`src/design/mpt_pkg.sv`:
```
package mpt_pkg;

    // Position format
    localparam int POS_FRAC_BITS = 16;
    localparam int POS_WIDTH     = 47;
    localparam logic [POS_WIDTH-1:0] POS_MAX = '1;
    localparam logic [63:0] POS_MAX64 = (64'(1) << POS_WIDTH) - 64'(1);

    // Field widths
    localparam int KIND_W     = 4;
    localparam int ELAP_W     = 32;
    localparam int SV_W       = 48;
    localparam int FCNT_W     = 16;
    localparam int DUR_W      = 47;
    localparam int SPEED_W    = 16;
    localparam int RATE_W     = 25;
    localparam int FPER_W     = 26;
    localparam int FRAME_W    = 32;
    localparam int IN_DATA_W  = 96;
    localparam int OUT_DATA_W = 120;

    // Configuration port
    localparam int CFG_IDX_W  = 3;
    localparam int CFG_DATA_W = 47;
    localparam logic [CFG_IDX_W-1:0] REG_DURATION     = 3'd0;
    localparam logic [CFG_IDX_W-1:0] REG_LOOP_ENABLE  = 3'd1;
    localparam logic [CFG_IDX_W-1:0] REG_SPEED        = 3'd2;
    localparam logic [CFG_IDX_W-1:0] REG_FRAME_RATE   = 3'd3;
    localparam logic [CFG_IDX_W-1:0] REG_FRAME_PERIOD = 3'd4;

    localparam logic [SPEED_W-1:0] SPEED_RST = 16'd256;
    localparam logic [RATE_W-1:0]  RATE_RST  = 25'd1572864;
    localparam logic [FPER_W-1:0]  FPER_RST  = 26'd2731;

    // Command kinds
    localparam logic [KIND_W-1:0] KIND_TICK      = 4'd0;
    localparam logic [KIND_W-1:0] KIND_PLAY      = 4'd1;
    localparam logic [KIND_W-1:0] KIND_PAUSE     = 4'd2;
    localparam logic [KIND_W-1:0] KIND_STOP      = 4'd3;
    localparam logic [KIND_W-1:0] KIND_TOGGLE    = 4'd4;
    localparam logic [KIND_W-1:0] KIND_SEEK      = 4'd5;
    localparam logic [KIND_W-1:0] KIND_SEEK_REL  = 4'd6;
    localparam logic [KIND_W-1:0] KIND_STEP_FWD  = 4'd7;
    localparam logic [KIND_W-1:0] KIND_STEP_BACK = 4'd8;
    localparam logic [KIND_W-1:0] KIND_SYNC      = 4'd9;
    localparam logic [KIND_W-1:0] KIND_SEEK_END  = 4'd10;

    // Shared multiplier
    localparam int MUL_W  = 32;
    localparam int PROD_W = 2 * MUL_W;

    // Tick advance: Q16.16 * Q8.8 = Q.24, cut down to Q.F
    localparam int TICK_SHR  = 24 - POS_FRAC_BITS;
    localparam int DELTA_W   = ELAP_W + SPEED_W - TICK_SHR;
    localparam int SKIP_UNITS = ((1 << POS_FRAC_BITS) + 9999) / 10000;
    localparam int SUM_W = ((POS_WIDTH > DELTA_W) ? POS_WIDTH : DELTA_W) + 1;
    localparam int TGT_W = ((POS_WIDTH > SV_W) ? POS_WIDTH : SV_W) + 1;

    // Frame period in Q.F
    localparam int PER_SHL = (POS_FRAC_BITS >= 16) ? POS_FRAC_BITS - 16 : 0;
    localparam int PER_SHR = (POS_FRAC_BITS < 16) ? 16 - POS_FRAC_BITS : 0;

    // Frame numbers: full product of position and rate, scaled by 2^(F+16)
    localparam int PLO_W    = MUL_W + RATE_W;
    localparam int PF_W     = POS_WIDTH + RATE_W;
    localparam int FR_SHIFT = POS_FRAC_BITS + 16;
    localparam int FQ_W     = PF_W - FR_SHIFT + 1;

    // Duration as seen by the position logic
    function automatic logic [POS_WIDTH-1:0] eff_dur(input logic [DUR_W-1:0] dur);
        logic [POS_WIDTH-1:0] res;
        if (64'(dur) > POS_MAX64) begin
            res = POS_MAX;
        end else begin
            res = POS_WIDTH'(dur);
        end
        return res;
    endfunction

    // Floor or ceiling of the scaled product, saturated to 32 bits
    function automatic logic [FRAME_W-1:0] frames_of(input logic [PF_W-1:0] full,
                                                     input logic up);
        logic [FQ_W-1:0] q;
        logic            rem;
        logic [FRAME_W-1:0] res;
        q   = FQ_W'(full >> FR_SHIFT);
        rem = |full[FR_SHIFT-1:0];
        q   = q + FQ_W'(up && rem);
        if (|(q >> FRAME_W)) begin
            res = '1;
        end else begin
            res = FRAME_W'(q);
        end
        return res;
    endfunction

endpackage

```
`src/design/mpt_mul.sv`:
```
module mpt_mul
    import mpt_pkg::*;
(
    input  logic              i_clk,
    input  logic [MUL_W-1:0]  i_a,
    input  logic [MUL_W-1:0]  i_b,
    output logic [PROD_W-1:0] o_prod
);

    logic [PROD_W-1:0] r_prod;

    // Registered product, one operand pair per cycle
    always_ff @(posedge i_clk) begin
        r_prod <= PROD_W'(i_a) * PROD_W'(i_b);
    end

    assign o_prod = r_prod;

endmodule

```
`src/design/mpt_mod.sv`:
```
module mpt_mod
    import mpt_pkg::*;
(
    input  logic                 i_clk,
    input  logic                 i_rst_n,
    input  logic                 i_start,
    input  logic [SUM_W-1:0]     i_dividend,
    input  logic [POS_WIDTH-1:0] i_divisor,
    output logic                 o_done,
    output logic [POS_WIDTH-1:0] o_rem
);

    localparam int CNT_W = $clog2(SUM_W + 1);

    logic                 r_act;
    logic [CNT_W-1:0]     r_cnt;
    logic [SUM_W-1:0]     r_dvd;
    logic [POS_WIDTH-1:0] r_rem;
    logic [POS_WIDTH:0]   w_trial;
    logic                 w_ge;
    logic [POS_WIDTH:0]   w_next;

    // One restoring step: shift in a dividend bit, subtract if it fits
    always_comb begin
        w_trial = {r_rem, r_dvd[SUM_W-1]};
        w_ge    = w_trial >= {1'b0, i_divisor};
        w_next  = w_ge ? (w_trial - {1'b0, i_divisor}) : w_trial;
    end

    // Bit counter
    always_ff @(posedge i_clk) begin
        if (!i_rst_n) begin
            r_act <= 1'b0;
            r_cnt <= '0;
        end else if (i_start) begin
            r_act <= 1'b1;
            r_cnt <= CNT_W'(SUM_W);
        end else if (r_act) begin
            if (r_cnt == '0) begin
                r_act <= 1'b0;
            end else begin
                r_cnt <= r_cnt - CNT_W'(1);
            end
        end
    end

    // Partial remainder and dividend shifter
    always_ff @(posedge i_clk) begin
        if (i_start) begin
            r_dvd <= i_dividend;
            r_rem <= '0;
        end else if (r_act && (r_cnt != '0)) begin
            r_dvd <= r_dvd << 1;
            r_rem <= POS_WIDTH'(w_next);
        end
    end

    assign o_done = r_act && (r_cnt == '0);
    assign o_rem  = r_rem;

endmodule

```
`src/design/media_playback_position_timer_core.sv`:
```
// Path to a result: each item passes S_CMD, then S_FA to S_FF and the output load. Seek,
// sync and seek to end add S_CLAMP, relative seek S_OFS and S_CLAMP, a frame step S_SMUL,
// S_OFS and S_CLAMP; a tick adds S_TMUL unless ignored, S_TCMP if large enough, S_TMOD to wrap.
// Throughput: one item at a time; the next is taken the cycle after the result is loaded into
// the output register, which holds it until the sink takes it. Frame outputs use four multiplies.
// Reset (synchronous, active low): position 0, paused, next tick discarded, registers default.
module media_playback_position_timer_core
    import mpt_pkg::*;
(
    input  logic                  i_clk,
    input  logic                  i_rst_n,
    // Input stream
    input  logic                  i_s_axis_tvalid,
    output logic                  o_s_axis_tready,
    // tdata: elapsed_time[31:0], seek_value[79:32], frame_count[95:80]
    input  logic [IN_DATA_W-1:0]  i_s_axis_tdata,
    // tuser: kind[3:0]
    input  logic [KIND_W-1:0]     i_s_axis_tuser,
    // Result stream
    output logic                  o_m_axis_tvalid,
    input  logic                  i_m_axis_tready,
    // tdata: play_position[46:0], current_frame[78:47], total_frames[110:79],
    //        is_running[111], moved[112], wrapped[113], reached_end[114], zero[119:115]
    output logic [OUT_DATA_W-1:0] o_m_axis_tdata,
    // Configuration writes
    input  logic                  i_cfg_we,
    input  logic [CFG_IDX_W-1:0]  i_cfg_addr,
    input  logic [CFG_DATA_W-1:0] i_cfg_wdata
);

    localparam logic [3:0] S_IDLE  = 4'd0;
    localparam logic [3:0] S_CMD   = 4'd1;
    localparam logic [3:0] S_TMUL  = 4'd2;
    localparam logic [3:0] S_TCMP  = 4'd3;
    localparam logic [3:0] S_TMOD  = 4'd4;
    localparam logic [3:0] S_SMUL  = 4'd5;
    localparam logic [3:0] S_OFS   = 4'd6;
    localparam logic [3:0] S_CLAMP = 4'd7;
    localparam logic [3:0] S_FA    = 4'd8;
    localparam logic [3:0] S_FB    = 4'd9;
    localparam logic [3:0] S_FC    = 4'd10;
    localparam logic [3:0] S_FD    = 4'd11;
    localparam logic [3:0] S_FE    = 4'd12;
    localparam logic [3:0] S_FF    = 4'd13;

    // Control and configuration
    logic [3:0]           r_state;
    logic                 r_run;
    logic                 r_disc;
    logic [POS_WIDTH-1:0] r_pos;
    logic [DUR_W-1:0]     r_dur;
    logic                 r_loop;
    logic [SPEED_W-1:0]   r_speed;
    logic [RATE_W-1:0]    r_rate;
    logic [FPER_W-1:0]    r_fper;
    logic                 r_ovalid;

    // Latched item and working registers
    logic [KIND_W-1:0]    r_kind;
    logic [ELAP_W-1:0]    r_elap;
    logic [SV_W-1:0]      r_sv;
    logic [FCNT_W-1:0]    r_fcnt;
    logic [SV_W-1:0]      r_mag;
    logic                 r_neg;
    logic [TGT_W-1:0]     r_tgt;
    logic [SUM_W-1:0]     r_sum;
    logic [PLO_W-1:0]     r_plo;
    logic [PF_W-1:0]      r_full;
    logic [FRAME_W-1:0]   r_cur;
    logic                 r_moved;
    logic                 r_wrap;
    logic                 r_end;

    // Output register
    logic [POS_WIDTH-1:0] r_o_pos;
    logic [FRAME_W-1:0]   r_o_cur;
    logic [FRAME_W-1:0]   r_o_tot;
    logic                 r_o_run;
    logic                 r_o_moved;
    logic                 r_o_wrap;
    logic                 r_o_end;

    logic                 w_in_acc;
    logic [POS_WIDTH-1:0] w_deff;
    logic [POS_WIDTH-1:0] w_cfg_deff;
    logic [MUL_W-1:0]     w_mul_a;
    logic [MUL_W-1:0]     w_mul_b;
    logic [PROD_W-1:0]    w_prod;
    logic [MUL_W-1:0]     w_per;
    logic [DELTA_W-1:0]   w_delta;
    logic [SV_W-1:0]      w_sv_mag;
    logic [TGT_W-1:0]     w_fwd;
    logic [TGT_W:0]       w_back;
    logic [POS_WIDTH-1:0] w_sat;
    logic [POS_WIDTH-1:0] w_clp;
    logic                 w_ge_end;
    logic                 w_mod_start;
    logic                 w_mod_done;
    logic [POS_WIDTH-1:0] w_mod_rem;
    logic                 w_out_free;
    logic                 w_load;

    assign w_in_acc   = i_s_axis_tvalid && o_s_axis_tready;
    assign w_deff     = eff_dur(r_dur);
    assign w_cfg_deff = eff_dur(i_cfg_wdata[DUR_W-1:0]);
    assign w_out_free = !r_ovalid || i_m_axis_tready;
    assign w_load     = (r_state == S_FF) && w_out_free;

    // Datapath terms
    always_comb begin
        w_per    = MUL_W'((34'(r_fper) << PER_SHL) >> PER_SHR);
        w_delta  = DELTA_W'(w_prod >> TICK_SHR);
        w_sv_mag = r_sv[SV_W-1] ? ((~r_sv) + SV_W'(1)) : r_sv;
        w_fwd    = TGT_W'(r_pos) + TGT_W'(r_mag);
        w_back   = (TGT_W + 1)'(r_pos) - (TGT_W + 1)'(r_mag);
        w_sat    = (|(r_tgt >> POS_WIDTH)) ? POS_MAX : POS_WIDTH'(r_tgt);
        w_clp    = ((w_deff != '0) && (w_sat > w_deff)) ? w_deff : w_sat;
        w_ge_end = r_sum >= SUM_W'(w_deff);
    end

    assign w_mod_start = (r_state == S_TCMP) && w_ge_end && r_loop;

    // Operand select for the shared multiplier
    always_comb begin
        w_mul_a = '0;
        w_mul_b = '0;
        case (r_state)
            S_CMD: begin
                if (r_kind inside {KIND_STEP_FWD, KIND_STEP_BACK}) begin
                    w_mul_a = MUL_W'(r_fcnt);
                    w_mul_b = w_per;
                end else begin
                    w_mul_a = r_elap;
                    w_mul_b = MUL_W'(r_speed);
                end
            end
            S_FA: begin
                w_mul_a = MUL_W'(r_pos);
                w_mul_b = MUL_W'(r_rate);
            end
            S_FB: begin
                w_mul_a = MUL_W'(r_pos >> MUL_W);
                w_mul_b = MUL_W'(r_rate);
            end
            S_FC: begin
                w_mul_a = MUL_W'(w_deff);
                w_mul_b = MUL_W'(r_rate);
            end
            S_FD: begin
                w_mul_a = MUL_W'(w_deff >> MUL_W);
                w_mul_b = MUL_W'(r_rate);
            end
            default: begin
                w_mul_a = '0;
                w_mul_b = '0;
            end
        endcase
    end

    mpt_mul u_mul (
        .i_clk  (i_clk),
        .i_a    (w_mul_a),
        .i_b    (w_mul_b),
        .o_prod (w_prod)
    );

    mpt_mod u_mod (
        .i_clk      (i_clk),
        .i_rst_n    (i_rst_n),
        .i_start    (w_mod_start),
        .i_dividend (r_sum),
        .i_divisor  (w_deff),
        .o_done     (w_mod_done),
        .o_rem      (w_mod_rem)
    );

    // Sequencer, position state and configuration registers
    always_ff @(posedge i_clk) begin
        if (!i_rst_n) begin
            r_state  <= S_IDLE;
            r_run    <= 1'b0;
            r_disc   <= 1'b1;
            r_pos    <= '0;
            r_dur    <= '0;
            r_loop   <= 1'b0;
            r_speed  <= SPEED_RST;
            r_rate   <= RATE_RST;
            r_fper   <= FPER_RST;
            r_ovalid <= 1'b0;
        end else begin
            // Output valid: set on load, cleared when the sink takes it
            if (w_load) begin
                r_ovalid <= 1'b1;
            end else if (r_ovalid && i_m_axis_tready) begin
                r_ovalid <= 1'b0;
            end

            case (r_state)
                S_IDLE: begin
                    if (w_in_acc) begin
                        r_kind  <= i_s_axis_tuser;
                        r_elap  <= i_s_axis_tdata[31:0];
                        r_sv    <= i_s_axis_tdata[79:32];
                        r_fcnt  <= i_s_axis_tdata[95:80];
                        r_moved <= 1'b0;
                        r_wrap  <= 1'b0;
                        r_end   <= 1'b0;
                        r_state <= S_CMD;
                    end
                end
                S_CMD: begin
                    case (r_kind)
                        KIND_TICK: begin
                            if (r_run && (w_deff != '0) && !r_disc) begin
                                r_state <= S_TMUL;
                            end else begin
                                r_state <= S_FA;
                            end
                            if (r_run && (w_deff != '0) && r_disc) begin
                                r_disc <= 1'b0;
                            end
                        end
                        KIND_PLAY: begin
                            if (!r_run) begin
                                r_run  <= 1'b1;
                                r_disc <= 1'b1;
                            end
                            r_state <= S_FA;
                        end
                        KIND_PAUSE: begin
                            r_run   <= 1'b0;
                            r_state <= S_FA;
                        end
                        KIND_STOP: begin
                            r_run   <= 1'b0;
                            r_pos   <= '0;
                            r_moved <= 1'b1;
                            r_state <= S_FA;
                        end
                        KIND_TOGGLE: begin
                            r_run <= !r_run;
                            if (!r_run) begin
                                r_disc <= 1'b1;
                            end
                            r_state <= S_FA;
                        end
                        KIND_SEEK, KIND_SYNC: begin
                            r_tgt   <= r_sv[SV_W-1] ? '0 : TGT_W'(r_sv);
                            r_state <= S_CLAMP;
                        end
                        KIND_SEEK_REL: begin
                            r_mag   <= w_sv_mag;
                            r_neg   <= r_sv[SV_W-1];
                            r_state <= S_OFS;
                        end
                        KIND_STEP_FWD, KIND_STEP_BACK: begin
                            r_state <= S_SMUL;
                        end
                        KIND_SEEK_END: begin
                            r_tgt   <= TGT_W'(w_deff);
                            r_state <= S_CLAMP;
                        end
                        default: begin
                            r_state <= S_FA;
                        end
                    endcase
                end
                // Tick: scaled advance, skip tiny ones
                S_TMUL: begin
                    r_sum <= SUM_W'(r_pos) + SUM_W'(w_delta);
                    if (w_delta < DELTA_W'(SKIP_UNITS)) begin
                        r_state <= S_FA;
                    end else begin
                        r_state <= S_TCMP;
                    end
                end
                // Commit the advance, or at the end of the timeline wrap through the modulo unit or stop there
                S_TCMP: begin
                    if (w_ge_end) begin
                        if (r_loop) begin
                            r_state <= S_TMOD;
                        end else begin
                            r_pos   <= w_deff;
                            r_run   <= 1'b0;
                            r_end   <= 1'b1;
                            r_moved <= (w_deff != r_pos);
                            r_state <= S_FA;
                        end
                    end else begin
                        r_pos   <= POS_WIDTH'(r_sum);
                        r_moved <= 1'b1;
                        r_state <= S_FA;
                    end
                end
                S_TMOD: begin
                    if (w_mod_done) begin
                        r_pos   <= w_mod_rem;
                        r_wrap  <= 1'b1;
                        r_moved <= (w_mod_rem != r_pos);
                        r_state <= S_FA;
                    end
                end
                // Frame step length from the multiplier
                S_SMUL: begin
                    r_mag   <= SV_W'(w_prod);
                    r_neg   <= (r_kind == KIND_STEP_BACK);
                    r_state <= S_OFS;
                end
                // Relative target, floored at zero going back
                S_OFS: begin
                    if (r_neg) begin
                        r_tgt <= w_back[TGT_W] ? '0 : TGT_W'(w_back);
                    end else begin
                        r_tgt <= w_fwd;
                    end
                    r_state <= S_CLAMP;
                end
                // Clamp to the timeline and commit the seek
                S_CLAMP: begin
                    r_pos   <= w_clp;
                    r_disc  <= 1'b1;
                    r_moved <= (r_kind != KIND_SYNC) && (w_clp != r_pos);
                    r_state <= S_FA;
                end
                // Frame numbers from four partial products
                S_FA: begin
                    r_state <= S_FB;
                end
                S_FB: begin
                    r_plo   <= PLO_W'(w_prod);
                    r_state <= S_FC;
                end
                S_FC: begin
                    r_full  <= (PF_W'(w_prod) << MUL_W) + PF_W'(r_plo);
                    r_state <= S_FD;
                end
                S_FD: begin
                    r_cur   <= frames_of(r_full, 1'b0);
                    r_plo   <= PLO_W'(w_prod);
                    r_state <= S_FE;
                end
                S_FE: begin
                    r_full  <= (PF_W'(w_prod) << MUL_W) + PF_W'(r_plo);
                    r_state <= S_FF;
                end
                S_FF: begin
                    if (w_out_free) begin
                        r_o_pos   <= r_pos;
                        r_o_cur   <= r_cur;
                        r_o_tot   <= frames_of(r_full, 1'b1);
                        r_o_run   <= r_run;
                        r_o_moved <= r_moved;
                        r_o_wrap  <= r_wrap;
                        r_o_end   <= r_end;
                        r_state   <= S_IDLE;
                    end
                end
                default: begin
                    r_state <= S_IDLE;
                end
            endcase

            // Register writes; the host must issue them only while no item is in flight, the block does not enforce it
            if (i_cfg_we) begin
                case (i_cfg_addr)
                    REG_DURATION: begin
                        r_dur <= i_cfg_wdata[DUR_W-1:0];
                        if ((w_cfg_deff != '0) && (r_pos > w_cfg_deff)) begin
                            r_pos <= w_cfg_deff;
                        end
                    end
                    REG_LOOP_ENABLE: begin
                        r_loop <= i_cfg_wdata[0];
                    end
                    REG_SPEED: begin
                        r_speed <= i_cfg_wdata[SPEED_W-1:0];
                    end
                    REG_FRAME_RATE: begin
                        r_rate <= i_cfg_wdata[RATE_W-1:0];
                    end
                    REG_FRAME_PERIOD: begin
                        r_fper <= i_cfg_wdata[FPER_W-1:0];
                    end
                    default: begin
                    end
                endcase
            end
        end
    end

    assign o_s_axis_tready = (r_state == S_IDLE);
    assign o_m_axis_tvalid = r_ovalid;
    assign o_m_axis_tdata  = {5'b0, r_o_end, r_o_wrap, r_o_moved, r_o_run,
                              r_o_tot, r_o_cur, r_o_pos};

`ifndef SYNTHESIS
    // A result never appears in the cycle right after its transaction
    a_min_latency: assert property (@(posedge i_clk) disable iff (!i_rst_n)
        w_in_acc |=> !$rose(o_m_axis_tvalid))
        else $error("result raised directly after input transaction");

    // Position stays within the timeline
    a_pos_in_range: assert property (@(posedge i_clk) disable iff (!i_rst_n)
        (w_deff != '0) |-> (r_pos <= w_deff))
        else $error("position beyond duration");

    // Modulo unit only runs for a looping tick
    a_mod_start: assert property (@(posedge i_clk) disable iff (!i_rst_n)
        w_mod_start |-> (r_loop && (w_deff != '0)))
        else $error("modulo started without loop or duration");

    a_mod_done: assert property (@(posedge i_clk) disable iff (!i_rst_n)
        w_mod_done |-> (r_state == S_TMOD))
        else $error("modulo result outside wrap state");

    // End of playback excludes running and wrapping
    a_end_flags: assert property (@(posedge i_clk) disable iff (!i_rst_n)
        o_m_axis_tvalid |-> !(r_o_end && (r_o_run || r_o_wrap)))
        else $error("inconsistent end flags");
`endif

endmodule

```
`config.mk`:
```
export PLATFORM = sky130hd
export DESIGN_NAME = media_playback_position_timer_core
export DESIGN_NICKNAME = d
export VERILOG_FILES = /design/src/design/mpt_pkg.sv /design/src/design/mpt_mul.sv /design/src/design/mpt_mod.sv /design/src/design/media_playback_position_timer_core.sv
export SDC_FILE = /design/constraint.sdc
export NUM_CORES = 2
export LEC_CHECK = 0
export CAP_MARGIN = 20
export CORE_MARGIN = 5
export CORE_UTILIZATION = 40
export CTS_CLUSTER_DIAMETER = 60
export DETAILED_ROUTE_END_ITERATION = 7
export DONT_BUFFER_PORTS = 1
export SETUP_SLACK_MARGIN = 0.05
export SLEW_MARGIN = 20
export SYNTH_ARGS = -nofsm -noshare
export SYNTH_HDL_FRONTEND = slang
export SYNTH_SLANG_ARGS = --single-unit
```
`constraint.sdc`:
```
create_clock -name i_clk -period 9.2 [get_ports i_clk]
set_clock_uncertainty 0.15 [all_clocks]
set_input_delay 0.46 -clock i_clk [delete_from_list [all_inputs] [get_ports i_clk]]
set_output_delay 0.46 -clock i_clk [all_outputs]
set_load 0.02 [all_outputs]
```
==> impl_metrics.env <==
export IMPL_cpMostUsedCell="fa_1"
export IMPL_synthMuxAreaShare=0.0140
export IMPL_setup_viol=0
export IMPL_nets=10980
export IMPL_hp_class="primary input to flip-flop"
export IMPL_antenna_left=0
export IMPL_max_stage_delay_ns=0.56
export IMPL_clockRootBuffer="clkbuf_16"
export IMPL_r2r_cells=35
export IMPL_hold_start="i_rst_n"
export IMPL_crit_buf_inv=9
export IMPL_die_y_um=460
export IMPL_start_util=0.401
export IMPL_synthCells=9060
export IMPL_powerDensity_nw_per_um2=160
export IMPL_ys_ff_latch=853
export IMPL_hold_depth=2
export IMPL_cts_tree="built"
export IMPL_worstMarginPinSlew_ns=1.20
export IMPL_critPathLaunchType="flip-flop"
export IMPL_htree_levels=3
export IMPL_area_delta_synth_final_pct=15.7
export IMPL_dr_pass1_iters=8
export IMPL_grt_use_total=0.337
export IMPL_worst_ep_arrival_time_ns=9.52
export IMPL_reg2reg_from="r_kind[3]$_DFFE_PP_"
export IMPL_instances_no_fill=12301
export IMPL_portBuffers=0
export IMPL_yosys_area_share_simple=0.159
export IMPL_gp_congestion=1.05
export IMPL_slew_headroom=0.193
export IMPL_synthXorXnorAreaFrac=0.0389
export IMPL_synth_top_family_by_area="adder cells"
export IMPL_hpwl_um=284000
export IMPL_p_sw_frac=0.396
export IMPL_cts_max_path_buffers=3
export IMPL_synth_edf_count=573
export IMPL_synth_top_area_frac=0.212
export IMPL_pwr_share_clk=0.303
export IMPL_drt_iter0_markers=7897
export IMPL_routed_wl_um=364000
export IMPL_synth_compound_area_frac=0.155
export IMPL_die_w_um=460
export IMPL_final_min_clock_period_ns=9.03
export IMPL_vias=72728
export IMPL_drc=0
export IMPL_drive_above_1_share=0.108
export IMPL_synth_area_leaders="edfxtp_1, fa_1, ha_1"
export IMPL_synth_warnings=0
export IMPL_stdcell_area_um2=93700
export IMPL_crit_fanout=9
export IMPL_cp_top_family="adder cells"
export IMPL_rows=165
export IMPL_finalSetupTns_ns=0
export IMPL_max_freq_mhz=111
export IMPL_syn_area_um2=81000
export IMPL_fp_dieArea_um2=212000
export IMPL_cp_end_kind="flip-flop"
export IMPL_grt_remaining_overflow=0
export IMPL_grt_pass1_wl_um=515000
export IMPL_required_ns=9.69
export IMPL_fill_cells=19217
export IMPL_criticalPathCategory="flip-flop to flip-flop"
export IMPL_seq_power_share=0.331
export IMPL_grt_pass1_vias=71884
export IMPL_clock_sinks=853
export IMPL_synth_seq_area_share=0.282
export IMPL_slowest_stage="fa_1"
export IMPL_status="complete, no violations"
export IMPL_fin_crit_sh=0.981
export IMPL_ir_drop_mv=0.166
export IMPL_cp_depth=35
export IMPL_synth_fa_ha_area_frac=0.274
export IMPL_grt_start_max_net_pins=177
export IMPL_ios=277
export IMPL_cap_violations=0
export IMPL_synthArstFlopShare=0
export IMPL_synth_flop_cell="edfxtp_1"
export IMPL_leakage_nw=40.0
export IMPL_placed_area_um2=87800
export IMPL_slew_viol_final=0
export IMPL_yosys_area_top_type="edfxtp_1"
export IMPL_critPathLaunch="r_kind[3]$_DFFE_PP_"
export IMPL_dp_cells=11877
export IMPL_p_comb_frac=0.366
export IMPL_wl_per_cell_um=29.6
export IMPL_p_total_mw=15.0
export IMPL_antenna_found_initial=37
export IMPL_hold_viol_final=0
export IMPL_via_per_inst=5.91
export IMPL_numCtsBuffers=110
export IMPL_clk_pin_slew_ns=0.06
export IMPL_rsz0062_at_grt="true"
export IMPL_core_area_um2=202000
export IMPL_net_switching_power_mw=5.94
export IMPL_synth_cell_types=101
export IMPL_worstSkewPairLatency_ns=0.81
export IMPL_intPower_mw=9.06
export IMPL_synth_area_per_cell_um2=8.94
## cell families after synthesis
| group | count (synthesis) |
|---|---|
| adders and majority gates | 1338 |
| xor gates and xnor gates | 360 |
| DFF | 853 |
| other | 2 |
| and+or+nand+nor | 2843 |
| buffers and inverters | 1665 |
| muxes | 93 |
| AOI/OAI and AO/OA | 1906 |
## worst reg2reg max path: cells and delay by family (launching register included)
kind	cells	cell delay, ns
xor gates and xnor gates	1	0.14
AOI/OAI and AO/OA	10	1.74
adders and majority gates	9	4.44
buffers and inverters	9	1.09
muxes	1	0.19
DFF	1	0.45
and+or+nand+nor	5	0.69
## flip-flops by register name (all words and copies together), names as in the netlist, 48 cells and up
| signal | count |
|---|---|
| r_full | 72 |
| r_mag | 48 |
| r_plo | 57 |
| r_sum | 48 |
| r_sv | 48 |
| r_tgt | 49 |
| u_mod.r_dvd | 48 |
| u_mul.o_prod | 57 |
## final timing paths
path / endpoint / slack [ns]
worst min register to register: r_full[28]$_DFFE_PP_ / 0.23
worst max-delay path: u_mul.o_prod[56]$_DFF_P_ / 0.17
worst max register to register: u_mul.o_prod[56]$_DFF_P_ / 0.17
worst min-delay path: o_m_axis_tvalid$_SDFFE_PN0P_ / 0.01
## synth_stat cells (50+ instances only)
| cell type | instances |
|---|---|
| a211oi_1 | 84 |
| a21boi_0 | 123 |
| a21o_1 | 179 |
| a21oi_1 | 423 |
| a31oi_1 | 97 |
| and3_1 | 52 |
| clkbuf_1 | 436 |
| dfxtp_1 | 280 |
| edfxtp_1 | 573 |
| fa_1 | 721 |
| ha_1 | 617 |
| inv_1 | 1164 |
| mux2i_1 | 69 |
| nand2_1 | 1122 |
| nand2b_1 | 112 |
| nand3_1 | 90 |
| nand4_1 | 97 |
| nor2_1 | 821 |
| nor2b_1 | 77 |
| nor3_1 | 125 |
| nor4_1 | 86 |
| o211ai_1 | 90 |
| o21a_1 | 67 |
| o21ai_0 | 359 |
| o22ai_1 | 52 |
| or2_2 | 50 |
| xnor2_1 | 230 |
| xor2_1 | 130 |
## power groups by stage
stage	clock, mW	sequential (mW)	combinational, mW
floorplan	0	4.76	2.87
global placement	0	5.02	5.15
detailed placement	0	5.02	5.20
CTS	4.60	4.94	5.33
global route	4.73	4.96	5.80
finish	4.54	4.97	5.49
## per-layer routing
| layer | GRT usage | vias up | wire length, um |
|---|---|---|---|
| met5 | 0 | - | 59 |
| li1 | - | 31655 | - |
| met1 | 0.400 | 36109 | 136000 |
| met3 | 0.0771 | 1124 | 32000 |
| met4 | 0.229 | 10 | 30600 |
| met2 | 0.544 | 3830 | 166000 |
## cells in the final DEF (no fill, tap or decap), types with 48 or more instances in the layout
cell type / n
a21o_1: 179
nor4_1: 83
nand3_1: 89
xor2_1: 130
a21oi_1: 415
o22ai_1: 50
fa_1: 713
nor2b_1: 73
a21boi_0: 121
clkbuf_16: 111
and3_1: 49
mux2i_1: 62
nand2_1: 1119
dfxtp_1: 278
buf_4: 593
a222oi_1: 48
nor3_1: 119
ha_1: 616
dlygate4sd3_1: 155
edfxtp_1: 573
nor2_1: 807
a211oi_1: 81
or2_2: 50
nand2b_1: 111
o21a_1: 61
inv_1: 1163
o21ai_0: 350
xnor2_1: 230
o211ai_1: 90
nand4_1: 97
a31oi_1: 96
## stage by stage
| stage | hold slack [ns] | setup slack (ns) | utilization |
|---|---|---|---|
| final | 0.0135 | 0.172 | 0.465 |
| after global routing | 0.0642 | -0.0707 | 0.464 |
| after CTS | 0.00496 | 0.0629 | 0.462 |
| after detailed placement | 0.239 | -0.336 | 0.435 |
| after global placement | 0.242 | -0.291 | 0.435 |
| after floorplan | 0.236 | 0.0648 | - |
## repair_timing
item | CTS | global route
cloned | 0 | 0
hold buffers | 156 | 0
endpoints found under the setup margin | 14 | 25
buffers inserted | 0 | 13
hold endpoints to repair | 282 | 0
pin swaps | 0 | 14
gates resized for setup | 24 | 75
## cell type report
class | count | area [um^2] | share of cell area
clock inverters | 74 | 863 | 0.00921
clock buffers | 135 | 2920 | 0.0311
multi-input cells | 6560 | 52500 | 0.560
diodes | 45 | 113 | 0.00120
inverters | 1171 | 4400 | 0.0469
well taps | 2672 | 3340 | 0.0357
repair buffers | 791 | 6810 | 0.0726
flip-flops and latches | 853 | 22800 | 0.243
Power figures use the tool's default switching activity.
